<file path="src/rtl/twodo_pkg.sv">
// shared types, constants and tables of the two-wheel arc odometry block
package twodo_pkg;

  localparam int CORDIC_STEPS_DEF = 24;
  localparam int FRAC_BITS_DEF    = 16;

  // magnitude width of the shift-add multiplier operands and its signed product width
  localparam int MW   = 37;
  localparam int PW   = 2 * MW + 1;
  // restoring divider widths
  localparam int NUMW = 64;
  localparam int DENW = 33;
  // cordic datapath width
  localparam int CXW  = 34;

  localparam int CFG_IW = 2;

  localparam logic [63:0] ONE_Q30         = 64'd1073741824;
  localparam logic [63:0] HALF_PI_Q30     = 64'd1686629713;
  localparam logic [63:0] TURN_PER_RAD    = 64'd683565276;
  localparam logic [63:0] CORDIC_GAIN_INV = 64'd652032874;

  typedef enum logic [CFG_IW-1:0] {
    REG_DIST_PER_COUNT = 2'd0,
    REG_LEFT_OFFSET    = 2'd1,
    REG_RIGHT_OFFSET   = 2'd2
  } reg_idx_t;

  typedef enum logic [4:0] {
    ST_IDLE,
    ST_MUL_L,
    ST_MUL_R,
    ST_TRACK,
    ST_BAM_M,
    ST_BAM_D,
    ST_PART_M,
    ST_PART_D,
    ST_HALF,
    ST_H,
    ST_S,
    ST_ST,
    ST_SD,
    ST_CHORD,
    ST_COR,
    ST_XM,
    ST_YM,
    ST_DONE
  } state_t;

  // atan(2^-i) as a binary angle, full circle 2^32
  function automatic logic [29:0] atan_bam(input logic [4:0] i);
    logic [29:0] r;
    case (i)
      5'd0:  r = 30'h20000000;
      5'd1:  r = 30'h12E4051E;
      5'd2:  r = 30'h09FB385B;
      5'd3:  r = 30'h051111D4;
      5'd4:  r = 30'h028B0D43;
      5'd5:  r = 30'h0145D7E1;
      5'd6:  r = 30'h00A2F61E;
      5'd7:  r = 30'h00517C55;
      5'd8:  r = 30'h0028BE53;
      5'd9:  r = 30'h00145F2F;
      5'd10: r = 30'h000A2F98;
      5'd11: r = 30'h000517CC;
      5'd12: r = 30'h00028BE6;
      5'd13: r = 30'h000145F3;
      5'd14: r = 30'h0000A2FA;
      5'd15: r = 30'h0000517D;
      5'd16: r = 30'h000028BE;
      5'd17: r = 30'h0000145F;
      5'd18: r = 30'h00000A30;
      5'd19: r = 30'h00000518;
      5'd20: r = 30'h0000028C;
      5'd21: r = 30'h00000146;
      5'd22: r = 30'h000000A3;
      5'd23: r = 30'h00000051;
      5'd24: r = 30'h00000029;
      5'd25: r = 30'h00000014;
      5'd26: r = 30'h0000000A;
      5'd27: r = 30'h00000005;
      5'd28: r = 30'h00000003;
      5'd29: r = 30'h00000001;
      5'd30: r = 30'h00000001;
      default: r = 30'h00000000;
    endcase
    return r;
  endfunction

  // horner divisors of the sinc series, innermost first
  function automatic logic [7:0] sinc_div(input logic [2:0] k);
    logic [7:0] r;
    case (k)
      3'd0: r = 8'd156;
      3'd1: r = 8'd110;
      3'd2: r = 8'd72;
      3'd3: r = 8'd42;
      3'd4: r = 8'd20;
      3'd5: r = 8'd6;
      default: r = 8'd1;
    endcase
    return r;
  endfunction

  function automatic logic signed [31:0] sat32(input logic signed [PW-1:0] v);
    logic signed [31:0] r;
    if (v > $signed(PW'(64'sd2147483647))) r = 32'sh7FFFFFFF;
    else if (v < $signed(-PW'(64'sd2147483648))) r = 32'sh80000000;
    else r = v[31:0];
    return r;
  endfunction

endpackage

</file>
<file path="src/rtl/twodo_in_if.sv">
// encoder sample channel
interface twodo_in_if;
  logic               valid;
  logic               ready;
  logic signed [31:0] left_count;
  logic signed [31:0] right_count;

  modport source (output valid, left_count, right_count, input ready);
  modport sink (input valid, left_count, right_count, output ready);
endinterface

</file>
<file path="src/rtl/twodo_out_if.sv">
// pose result channel
interface twodo_out_if;
  logic               valid;
  logic               ready;
  logic signed [31:0] x_pos;
  logic signed [31:0] y_pos;
  logic        [31:0] heading;

  modport source (output valid, x_pos, y_pos, heading, input ready);
  modport sink (input valid, x_pos, y_pos, heading, output ready);
endinterface

</file>
<file path="src/rtl/two_wheel_arc_odometry.sv">
// Arc odometry for a two-wheel base. Each item of absolute left and right encoder
// counts updates the pose (X, Y saturated signed Q16.16, heading as a wrapping
// binary angle) and returns it. The work runs through one shared shift-add
// multiplier at one multiplier bit per cycle (up to 15 products), one restoring
// divider at one quotient bit per cycle (up to 8 quotients) and a rotation cordic
// at one step per cycle; the heading and arc split steps are skipped when
// left_offset + right_offset is zero. A new item is taken while the previous pose
// still waits at the output register. Configuration is to be written only while
// the block is idle; the block itself does not enforce this.
module two_wheel_arc_odometry #(
  parameter int CORDIC_STEPS = twodo_pkg::CORDIC_STEPS_DEF,
  parameter int FRAC_BITS    = twodo_pkg::FRAC_BITS_DEF
) (
  input  logic                          clk,
  input  logic                          rst,
  twodo_in_if.sink                      in,
  twodo_out_if.source                   out,
  input  logic                          cfg_we,
  input  logic [twodo_pkg::CFG_IW-1:0]  cfg_index,
  input  logic [31:0]                   cfg_data
);
  import twodo_pkg::*;

  localparam logic [63:0] DPC_RST =
    ((64'd1021017612 << FRAC_BITS) + 64'd18000000000) / 64'd36000000000;
  localparam logic [31:0] OFF_RST = 32'(64'd9 << (FRAC_BITS - 1));
  localparam int CCW = $clog2(CORDIC_STEPS);
  localparam int MCW = $clog2(MW);
  localparam int DCW = $clog2(NUMW);
  localparam logic signed [MW-1:0] ONE = MW'(ONE_Q30);

  // configuration
  logic [31:0] dist_per_count, left_offset, right_offset;

  always_ff @(posedge clk) begin
    if (rst) begin
      dist_per_count <= DPC_RST[31:0];
      left_offset    <= OFF_RST;
      right_offset   <= OFF_RST;
    end else if (cfg_we) begin
      case (cfg_index)
        REG_DIST_PER_COUNT: dist_per_count <= cfg_data;
        REG_LEFT_OFFSET:    left_offset    <= cfg_data;
        REG_RIGHT_OFFSET:   right_offset   <= cfg_data;
        default: ;
      endcase
    end
  end

  logic [DENW-1:0] track;
  assign track = {1'b0, left_offset} + {1'b0, right_offset};

  // sequencer
  state_t state, state_next;
  logic   go, go_next;
  logic   fin;
  logic   mul_start, div_start, cor_start;
  logic signed [MW-1:0] mul_a, mul_b;
  logic [NUMW-1:0] div_num;
  logic [DENW-1:0] div_den;
  logic   out_load;

  // multiplier
  logic            m_run, m_neg;
  logic [MCW-1:0]  m_cnt;
  logic [2*MW-1:0] m_a, m_acc;
  logic [MW-1:0]   m_b;
  logic signed [PW-1:0] prod, prod_pos, prod_sh;

  // divider
  logic            d_run;
  logic [DCW-1:0]  d_cnt;
  logic [NUMW-1:0] d_q;
  logic [DENW-1:0] d_rem, d_den;
  logic [DENW:0]   d_trial;

  // cordic
  logic                  c_run, c_flip;
  logic [CCW-1:0]        c_cnt;
  logic signed [CXW-1:0] c_x, c_y, c_z, c_xs, c_ys, c_at;
  logic [31:0]           c_ang;

  // step datapath
  logic signed [31:0]   prev_left, prev_right, dcl, dcr, dl, dr, dth, half;
  logic signed [31:0]   x_acc, y_acc;
  logic [31:0]          heading_acc;
  logic                 diff_neg, v_neg;
  logic [DENW-1:0]      mag;
  logic signed [MW-1:0] dc, h, s, t, v, chord, sn, cs;
  logic [2:0]           k;
  logic signed [MW-1:0] qs;
  logic [31:0]          half_mag;

  assign fin = go && !m_run && !d_run && !c_run;
  assign in.ready = (state == ST_IDLE);
  assign out_load = (state == ST_DONE) && (!out.valid || out.ready);

  always_ff @(posedge clk) begin
    if (rst) begin
      state <= ST_IDLE;
      go    <= 1'b0;
    end else begin
      state <= state_next;
      go    <= go_next;
    end
  end

  always_comb begin
    state_t nxt;
    logic   is_op;
    nxt        = state;
    is_op      = 1'b0;
    state_next = state;
    go_next    = go;
    mul_start  = 1'b0;
    div_start  = 1'b0;
    cor_start  = 1'b0;
    mul_a      = '0;
    mul_b      = '0;
    div_num    = '0;
    div_den    = '0;
    case (state)
      ST_IDLE: if (in.valid) state_next = ST_MUL_L;
      ST_MUL_L: begin
        is_op = 1'b1; mul_start = !go; nxt = ST_MUL_R;
        mul_a = MW'(dcl); mul_b = MW'(dist_per_count);
      end
      ST_MUL_R: begin
        is_op = 1'b1; mul_start = !go; nxt = ST_TRACK;
        mul_a = MW'(dcr); mul_b = MW'(dist_per_count);
      end
      ST_TRACK: state_next = (track == '0) ? ST_HALF : ST_BAM_M;
      ST_BAM_M: begin
        is_op = 1'b1; mul_start = !go; nxt = ST_BAM_D;
        mul_a = MW'(mag); mul_b = MW'(TURN_PER_RAD);
      end
      ST_BAM_D: begin
        is_op = 1'b1; div_start = !go; nxt = ST_PART_M;
        div_num = prod[NUMW-1:0]; div_den = track;
      end
      ST_PART_M: begin
        is_op = 1'b1; mul_start = !go; nxt = ST_PART_D;
        mul_a = MW'(mag); mul_b = MW'(right_offset);
      end
      ST_PART_D: begin
        is_op = 1'b1; div_start = !go; nxt = ST_HALF;
        div_num = prod[NUMW-1:0]; div_den = track;
      end
      ST_HALF: state_next = ST_H;
      ST_H: begin
        is_op = 1'b1; mul_start = !go; nxt = ST_S;
        mul_a = MW'(half_mag); mul_b = MW'(HALF_PI_Q30);
      end
      ST_S: begin
        is_op = 1'b1; mul_start = !go; nxt = ST_ST;
        mul_a = h; mul_b = h;
      end
      ST_ST: begin
        is_op = 1'b1; mul_start = !go; nxt = ST_SD;
        mul_a = s; mul_b = t;
      end
      ST_SD: begin
        is_op = 1'b1; div_start = !go;
        nxt = (k == 3'd5) ? ST_CHORD : ST_ST;
        div_num = NUMW'(v_neg ? -v : v); div_den = DENW'(sinc_div(k));
      end
      ST_CHORD: begin
        is_op = 1'b1; mul_start = !go; nxt = ST_COR;
        mul_a = dc; mul_b = t;
      end
      ST_COR: begin
        is_op = 1'b1; cor_start = !go; nxt = ST_XM;
      end
      ST_XM: begin
        is_op = 1'b1; mul_start = !go; nxt = ST_YM;
        mul_a = chord; mul_b = sn;
      end
      ST_YM: begin
        is_op = 1'b1; mul_start = !go; nxt = ST_DONE;
        mul_a = chord; mul_b = cs;
      end
      ST_DONE: if (out_load) state_next = ST_IDLE;
      default: state_next = ST_IDLE;
    endcase
    if (is_op) begin
      if (!go) begin
        go_next = 1'b1;
      end else if (fin) begin
        go_next    = 1'b0;
        state_next = nxt;
      end
    end
  end

  // shift-add multiplier on magnitudes, one multiplier bit per cycle
  assign prod_pos = $signed({1'b0, m_acc});
  assign prod     = m_neg ? -prod_pos : prod_pos;
  assign prod_sh  = prod >>> 30;

  always_ff @(posedge clk) begin
    if (rst) begin
      m_run <= 1'b0;
    end else if (mul_start) begin
      m_run <= 1'b1;
    end else if (m_run && m_cnt == MCW'(MW - 1)) begin
      m_run <= 1'b0;
    end
  end

  always_ff @(posedge clk) begin
    if (mul_start) begin
      m_a   <= {{MW{1'b0}}, (mul_a[MW-1] ? -mul_a : mul_a)};
      m_b   <= mul_b[MW-1] ? -mul_b : mul_b;
      m_acc <= '0;
      m_neg <= mul_a[MW-1] ^ mul_b[MW-1];
      m_cnt <= '0;
    end else if (m_run) begin
      if (m_b[0]) m_acc <= m_acc + m_a;
      m_a   <= m_a << 1;
      m_b   <= m_b >> 1;
      m_cnt <= m_cnt + MCW'(1);
    end
  end

  // restoring divider, one quotient bit per cycle
  assign d_trial = {d_rem, d_q[NUMW-1]};

  always_ff @(posedge clk) begin
    if (rst) begin
      d_run <= 1'b0;
    end else if (div_start) begin
      d_run <= 1'b1;
    end else if (d_run && d_cnt == DCW'(NUMW - 1)) begin
      d_run <= 1'b0;
    end
  end

  always_ff @(posedge clk) begin
    if (div_start) begin
      d_q   <= div_num;
      d_den <= div_den;
      d_rem <= '0;
      d_cnt <= '0;
    end else if (d_run) begin
      if (d_trial >= {1'b0, d_den}) begin
        d_rem <= DENW'(d_trial - {1'b0, d_den});
        d_q   <= {d_q[NUMW-2:0], 1'b1};
      end else begin
        d_rem <= d_trial[DENW-1:0];
        d_q   <= {d_q[NUMW-2:0], 1'b0};
      end
      d_cnt <= d_cnt + DCW'(1);
    end
  end

  // rotation cordic, one step per cycle
  assign c_ang = heading_acc + half;
  assign c_xs  = c_x >>> c_cnt;
  assign c_ys  = c_y >>> c_cnt;
  assign c_at  = $signed({{(CXW-30){1'b0}}, atan_bam(5'(c_cnt))});

  always_ff @(posedge clk) begin
    if (rst) begin
      c_run <= 1'b0;
    end else if (cor_start) begin
      c_run <= 1'b1;
    end else if (c_run && c_cnt == CCW'(CORDIC_STEPS - 1)) begin
      c_run <= 1'b0;
    end
  end

  always_ff @(posedge clk) begin
    if (cor_start) begin
      // fold the second and third quadrants by a half turn
      c_flip <= c_ang[31] ^ c_ang[30];
      c_z    <= CXW'($signed({c_ang[30], c_ang[30:0]}));
      c_x    <= CXW'(CORDIC_GAIN_INV);
      c_y    <= '0;
      c_cnt  <= '0;
    end else if (c_run) begin
      if (!c_z[CXW-1]) begin
        c_x <= c_x - c_ys;
        c_y <= c_y + c_xs;
        c_z <= c_z - c_at;
      end else begin
        c_x <= c_x + c_ys;
        c_y <= c_y - c_xs;
        c_z <= c_z + c_at;
      end
      c_cnt <= c_cnt + CCW'(1);
    end
  end

  // pose state
  always_ff @(posedge clk) begin
    if (rst) begin
      prev_left   <= '0;
      prev_right  <= '0;
      x_acc       <= '0;
      y_acc       <= '0;
      heading_acc <= '0;
    end else begin
      if (in.valid && in.ready) begin
        prev_left  <= in.left_count;
        prev_right <= in.right_count;
      end
      if (fin && state == ST_XM) x_acc <= sat32(PW'(x_acc) + prod_sh);
      if (fin && state == ST_YM) y_acc <= sat32(PW'(y_acc) + prod_sh);
      if (out_load) heading_acc <= heading_acc + dth;
    end
  end

  assign qs       = $signed(d_q[MW-1:0]);
  assign half_mag = half[31] ? -half : half;

  // step datapath
  always_ff @(posedge clk) begin
    if (in.valid && in.ready) begin
      dcl <= in.left_count - prev_left;
      dcr <= in.right_count - prev_right;
    end
    case (state)
      ST_MUL_L: if (fin) dl <= sat32(prod);
      ST_MUL_R: if (fin) dr <= sat32(prod);
      ST_TRACK: begin
        diff_neg <= (dl < dr);
        mag      <= (dl < dr) ? DENW'((DENW+1)'(dr) - (DENW+1)'(dl))
                              : DENW'((DENW+1)'(dl) - (DENW+1)'(dr));
        dth      <= '0;
        dc       <= MW'(dl);
      end
      ST_BAM_D: if (fin) begin
        if (d_q > 64'h7FFFFFFF) dth <= diff_neg ? -32'sh7FFFFFFF : 32'sh7FFFFFFF;
        else dth <= diff_neg ? -$signed(d_q[31:0]) : $signed(d_q[31:0]);
      end
      ST_PART_D: if (fin) begin
        dc <= diff_neg ? MW'(dr) - $signed(MW'(d_q[DENW-1:0]))
                       : MW'(dr) + $signed(MW'(d_q[DENW-1:0]));
      end
      // division by two toward zero
      ST_HALF: half <= $signed(dth + {31'b0, dth[31]}) >>> 1;
      ST_H: if (fin) h <= MW'(prod_sh);
      ST_S: if (fin) begin
        s <= MW'(prod_sh);
        t <= ONE;
        k <= '0;
      end
      ST_ST: if (fin) begin
        v     <= MW'(prod_sh);
        v_neg <= prod_sh[PW-1];
      end
      ST_SD: if (fin) begin
        t <= v_neg ? ONE + qs : ONE - qs;
        k <= k + 3'd1;
      end
      ST_CHORD: if (fin) chord <= MW'(prod_sh);
      ST_COR: if (fin) begin
        sn <= MW'(c_flip ? -c_y : c_y);
        cs <= MW'(c_flip ? -c_x : c_x);
      end
      default: ;
    endcase
  end

  // output register
  always_ff @(posedge clk) begin
    if (rst) begin
      out.valid <= 1'b0;
    end else if (out_load) begin
      out.valid <= 1'b1;
    end else if (out.ready) begin
      out.valid <= 1'b0;
    end
  end

  always_ff @(posedge clk) begin
    if (out_load) begin
      out.x_pos   <= x_acc;
      out.y_pos   <= y_acc;
      out.heading <= heading_acc + dth;
    end
  end

  a_accept_leaves_idle: assert property (@(posedge clk) disable iff (rst)
    (in.valid && in.ready) |=> (state != ST_IDLE))
    else $error("sequencer stayed idle after taking an item");

  a_heading_hold: assert property (@(posedge clk) disable iff (rst)
    (state != ST_DONE) |=> $stable(heading_acc))
    else $error("heading moved outside result hand-off");

  a_div_track: assert property (@(posedge clk) disable iff (rst)
    ((state == ST_BAM_D || state == ST_PART_D) && !go) |-> (track != '0))
    else $error("divide by zero track");

endmodule

</file>
<file path="src/flat_wrapper.sv">
// flat-port wrapper written by rule: the top's interface ports become plain ports
module two_wheel_arc_odometry_flat import twodo_pkg::*;
#(
  parameter int CORDIC_STEPS = twodo_pkg::CORDIC_STEPS_DEF,
  parameter int FRAC_BITS    = twodo_pkg::FRAC_BITS_DEF
)
  (clk, rst, cfg_we, cfg_index, cfg_data, in_valid, in_left_count, in_right_count, in_ready, out_valid, out_x_pos, out_y_pos, out_heading, out_ready);
  twodo_in_if in_i ();
  twodo_out_if out_i ();
  input  logic clk;
  input  logic rst;
  input  logic cfg_we;
  input  logic [twodo_pkg::CFG_IW-1:0] cfg_index;
  input  logic [31:0] cfg_data;
  input wire logic [$bits(in_i.valid)-1:0] in_valid;
  input wire logic [$bits(in_i.left_count)-1:0] in_left_count;
  input wire logic [$bits(in_i.right_count)-1:0] in_right_count;
  output wire logic [$bits(in_i.ready)-1:0] in_ready;
  output wire logic [$bits(out_i.valid)-1:0] out_valid;
  output wire logic [$bits(out_i.x_pos)-1:0] out_x_pos;
  output wire logic [$bits(out_i.y_pos)-1:0] out_y_pos;
  output wire logic [$bits(out_i.heading)-1:0] out_heading;
  input wire logic [$bits(out_i.ready)-1:0] out_ready;
  assign in_i.valid = in_valid;
  assign in_i.left_count = in_left_count;
  assign in_i.right_count = in_right_count;
  assign in_ready = in_i.ready;
  assign out_valid = out_i.valid;
  assign out_x_pos = out_i.x_pos;
  assign out_y_pos = out_i.y_pos;
  assign out_heading = out_i.heading;
  assign out_i.ready = out_ready;
  two_wheel_arc_odometry #(.CORDIC_STEPS(CORDIC_STEPS), .FRAC_BITS(FRAC_BITS)) u_core (.clk(clk), .rst(rst), .in(in_i), .out(out_i), .cfg_we(cfg_we), .cfg_index(cfg_index), .cfg_data(cfg_data));
endmodule
</file>
<file path="config.mk">
export PLATFORM = sky130hd
export DESIGN_NAME = two_wheel_arc_odometry_flat
export DESIGN_NICKNAME = d
export VERILOG_FILES = /design/src/rtl/twodo_pkg.sv /design/src/rtl/twodo_in_if.sv /design/src/rtl/twodo_out_if.sv /design/src/rtl/two_wheel_arc_odometry.sv /design/src/flat_wrapper.sv
export SDC_FILE = /design/constraint.sdc
export NUM_CORES = 2
export LEC_CHECK = 0
export ABC_AREA = 0
export CORE_MARGIN = 2
export CORE_UTILIZATION = 60
export DETAILED_ROUTE_END_ITERATION = 7
export DONT_BUFFER_PORTS = 1
export HOLD_SLACK_MARGIN = 0.1
export PLACE_DENSITY = 0.76
export SYNTH_ARGS = -nofsm -noshare
export SYNTH_HDL_FRONTEND = slang
export SYNTH_SLANG_ARGS = --single-unit
</file>
<file path="constraint.sdc">
create_clock -name clk -period 7.8 [get_ports clk]
set_clock_uncertainty 0.15 [all_clocks]
set_input_delay 0.78 -clock clk [delete_from_list [all_inputs] [get_ports clk]]
set_output_delay 0.78 -clock clk [all_outputs]
set_load 0.05 [all_outputs]
</file>
==> impl_metrics.env <==
export IMPL_outcome="completed"
export IMPL_rsz0062_at_grt="false"
export IMPL_dp_final_hpwl_um=270000
export IMPL_max_clock_path_buffers=3
export IMPL_overflow=0
export IMPL_yosys_top_cells_count="nand2_1 (1248), a21oi_1 (995), nor2_1 (848)"
export IMPL_maxSlewHeadroom_pct=4.22
export IMPL_slowest_delay_ns=0.61
export IMPL_synth_most_common_cell="nand2_1"
export IMPL_wirelength_um=362000
export IMPL_slew_viol_final=0
export IMPL_async_flop_share_pct=0
export IMPL_initial_core_util_pct=60.5
export IMPL_antenna_left=0
export IMPL_finalHoldViolCount=0
export IMPL_maxCapViolations=0
export IMPL_first_iter_violations=12900
export IMPL_place_ws_ns=-0.0366
export IMPL_syn_nets=11400
export IMPL_clockRootBuffer="clkbuf_16"
export IMPL_critPathLaunch="u_core.m_acc[11]"
export IMPL_cpLargestDelayFamily="simple AND/OR/NAND/NOR gates"
export IMPL_portBuffers=0
export IMPL_timing_setup_critical_path_class="reg -> reg"
export IMPL_syn_instance_count=10700
export IMPL_finalSetupTns_ns=0
export IMPL_track_usage_pct=43.5
export IMPL_routabilityCongestion=1.05
export IMPL_peakVddDrop_mv=0.252
export IMPL_p_leak_nw=40.0
export IMPL_viasPerCell=6.83
export IMPL_synthTopCellsByArea="edfxtp_1 (26%), dfxtp_1 (11%), ha_1 (7.7%)"
export IMPL_post_route_period_util_pct=96.0
export IMPL_drive_above_1_share_pct=7.21
export IMPL_layout_nets=11300
export IMPL_worst_slack_ns=0.312
export IMPL_cts_tree="done"
export IMPL_synth_top_area_share_pct=26.2
export IMPL_drc=0
export IMPL_dr_pass1_iters=7
export IMPL_holdCritStartpoint="in_right_count[31]"
export IMPL_io_pins=201
export IMPL_worstPathArrival_ns=7.99
export IMPL_insertion_delay_ns=0.83
export IMPL_post_cts_setup_buffers=0
export IMPL_fp_dieArea_um2=161000
export IMPL_final_util_pct=65.9
export IMPL_crit_chain="or4_1 > or4_1 > nor3_2 > nand3_1 > o21ai_0 > xor2_1 > inv_1 > ha_1 > inv_1 > fa_1 > nand2b_1 > a21oi_1 > o221ai_1 > o211ai_1 > o2111a_1 > nor4b_2 > nor4_1 > or3_1 > or4b_1 > or4_1 > o31ai_4 > buf_12 > a211oi_1"
export IMPL_area_growth_pct=8.99
export IMPL_rows=145
export IMPL_rr_startpoint="u_core.m_acc[11]"
export IMPL_synth_ff_latch_count=1351
export IMPL_crit_top_cell="or4_1"
export IMPL_grt_pass1_vias=81300
export IMPL_slowest_stage="or4_1"
export IMPL_synth_edf_count=826
export IMPL_holdCritPathClass="in -> reg"
export IMPL_crit_fanout=31
export IMPL_cp_required_ns=8.30
export IMPL_routedWlPerCell_um=28.3
export IMPL_ys_warnings_count=0
export IMPL_max_freq_ghz=0.134
export IMPL_post_route_min_period_ns=7.49
export IMPL_grt_max_degree=133
export IMPL_htree_levels=4
export IMPL_fp_dieW_um=401
export IMPL_syn_cell_area_um2=94500
export IMPL_core_area_um2=156000
export IMPL_total_power_mw=20.2
export IMPL_clk_pin_slew_ns=0.06
export IMPL_synth_main_ff_cell="edfxtp_1"
export IMPL_avgSynthCellArea_um2=8.85
export IMPL_die_y_um=401
export IMPL_report_final_setup_viol=0
export IMPL_path_buf_inv=3
export IMPL_synth_largest_area_cell="edfxtp_1"
export IMPL_numCtsBuffers=149
export IMPL_cts_sinks=1351
export IMPL_grt_pass1_wl_um=527000
export IMPL_worstSetupStartpointType="flip-flop"
export IMPL_yosysSeqAreaShare_pct=37.3
export IMPL_worst_pin_slew_ns=1.44
export IMPL_yosysUniqueCellTypes=103
export IMPL_endpoint_kind="flip-flop"
export IMPL_antenna_found_initial=41
export IMPL_dr_total_vias=87300
export IMPL_power_density_nw_per_um2=196
==> registers in the layout, indices dropped and copies added, names as in the netlist, 35 cells and up <==
name and count:
u_core.chord 37, u_core.cs 37, u_core.d_q 64, u_core.dc 35, u_core.h 37, u_core.m_a 74
u_core.m_acc 74, u_core.m_b 37, u_core.s 37, u_core.sn 37, u_core.t 37, u_core.v 37
==> placed cells by master, fill, tap and decap left out, drive strengths merged, types with 81 or more instances in the layout <==
cell type    instances
nand2             1248
a21oi              995
nor2               848
edfxtp             826
o21ai              674
ha                 582
xnor2              530
dfxtp              525
inv                415
xor2               340
a21o               259
buf                235
nor3               223
nand3              211
clkbuf             192
mux2i              158
a211oi             133
o31ai              125
and3               117
nand2b             111
a31oi              109
nand4              103
a22oi              100
or3                 99
dlygate4sd3         97
mux4                95
o21a                92
nor2b               91
and2                81
==> where the power goes <==
part / total, mW / leakage, nW / switching [mW] / internal (mW)
sequential: 8.26 / 11.9 / 0.307 / 7.95
clock: 7.39 / 2.41 / 3.26 / 4.13
combinational: 4.56 / 25.8 / 3.04 / 1.52
total: 20.2 / 40.0 / 6.61 / 13.6
==> final cells by class <==
type                    count  area (µm²)
diodes                     36        90.1
fillers                 12600       53300
inverters                 407        1540
clock inverters            86        1040
well taps                2058        2570
clock buffers             192        3990
repair buffers            332        2830
multi-input cells        8327       55600
flip-flops and latches   1351       35300
==> routing by layer <==
| layer | global-route usage, % | vias to the layer above | wire (µm) |
|---|---|---|---|
| met5 | 0 | - | 194 |
| met4 | 30.1 | 26 | 29800 |
| met3 | 10.1 | 1226 | 42800 |
| met1 | 54.8 | 41500 | 133000 |
| met2 | 66.4 | 5555 | 157000 |
| li1 | - | 39000 | - |
==> repair_timing <==
item / 4_1_cts / 5_1_grt
setup endpoints to repair: 41 / 62
hold buffers: 100 / 0
endpoints found under the hold margin: 197 / 0
gates resized for setup: 1 / 2
==> per-stage QoR <==
stage / instances / hold WS (ns) / area, µm²
detailed placement: 12400 / 0.297 / 96800
finish: 12800 / 0.144 / 103000
global placement: 12400 / 0.290 / 96800
floorplan: 10700 / 0.284 / 94500
global route: 12800 / 0.141 / 103000
CTS: 12800 / 0.119 / 103000
==> final timing paths <==
path	to	slack, ns	depth (start not counted)
worst max-delay path	u_core.y_acc[14]	0.31	23
worst min-delay path	u_core.dcr[31]	0.14	2
worst max register to register	u_core.y_acc[14]	0.31	23
worst min register to register	u_core.prev_right[2]	0.30	2
==> kinds of logic (layout without fill, tap and decap cells) <==
family,count (synthesis),after routing,synth area share [%]
adder cells (fa/ha/maj),597,597,8.02
flip-flops,1351,1351,37.3
buffers and inverters,1008,1017,4.09
XOR/XNOR,870,870,8.06
AND/OR/NAND/NOR,3443,3443,17.1
multiplexers,286,286,4.33
other,0,36,0
AO/OA/AOI/OAI,3131,3131,21.0
(Power assumes the default switching activity.)
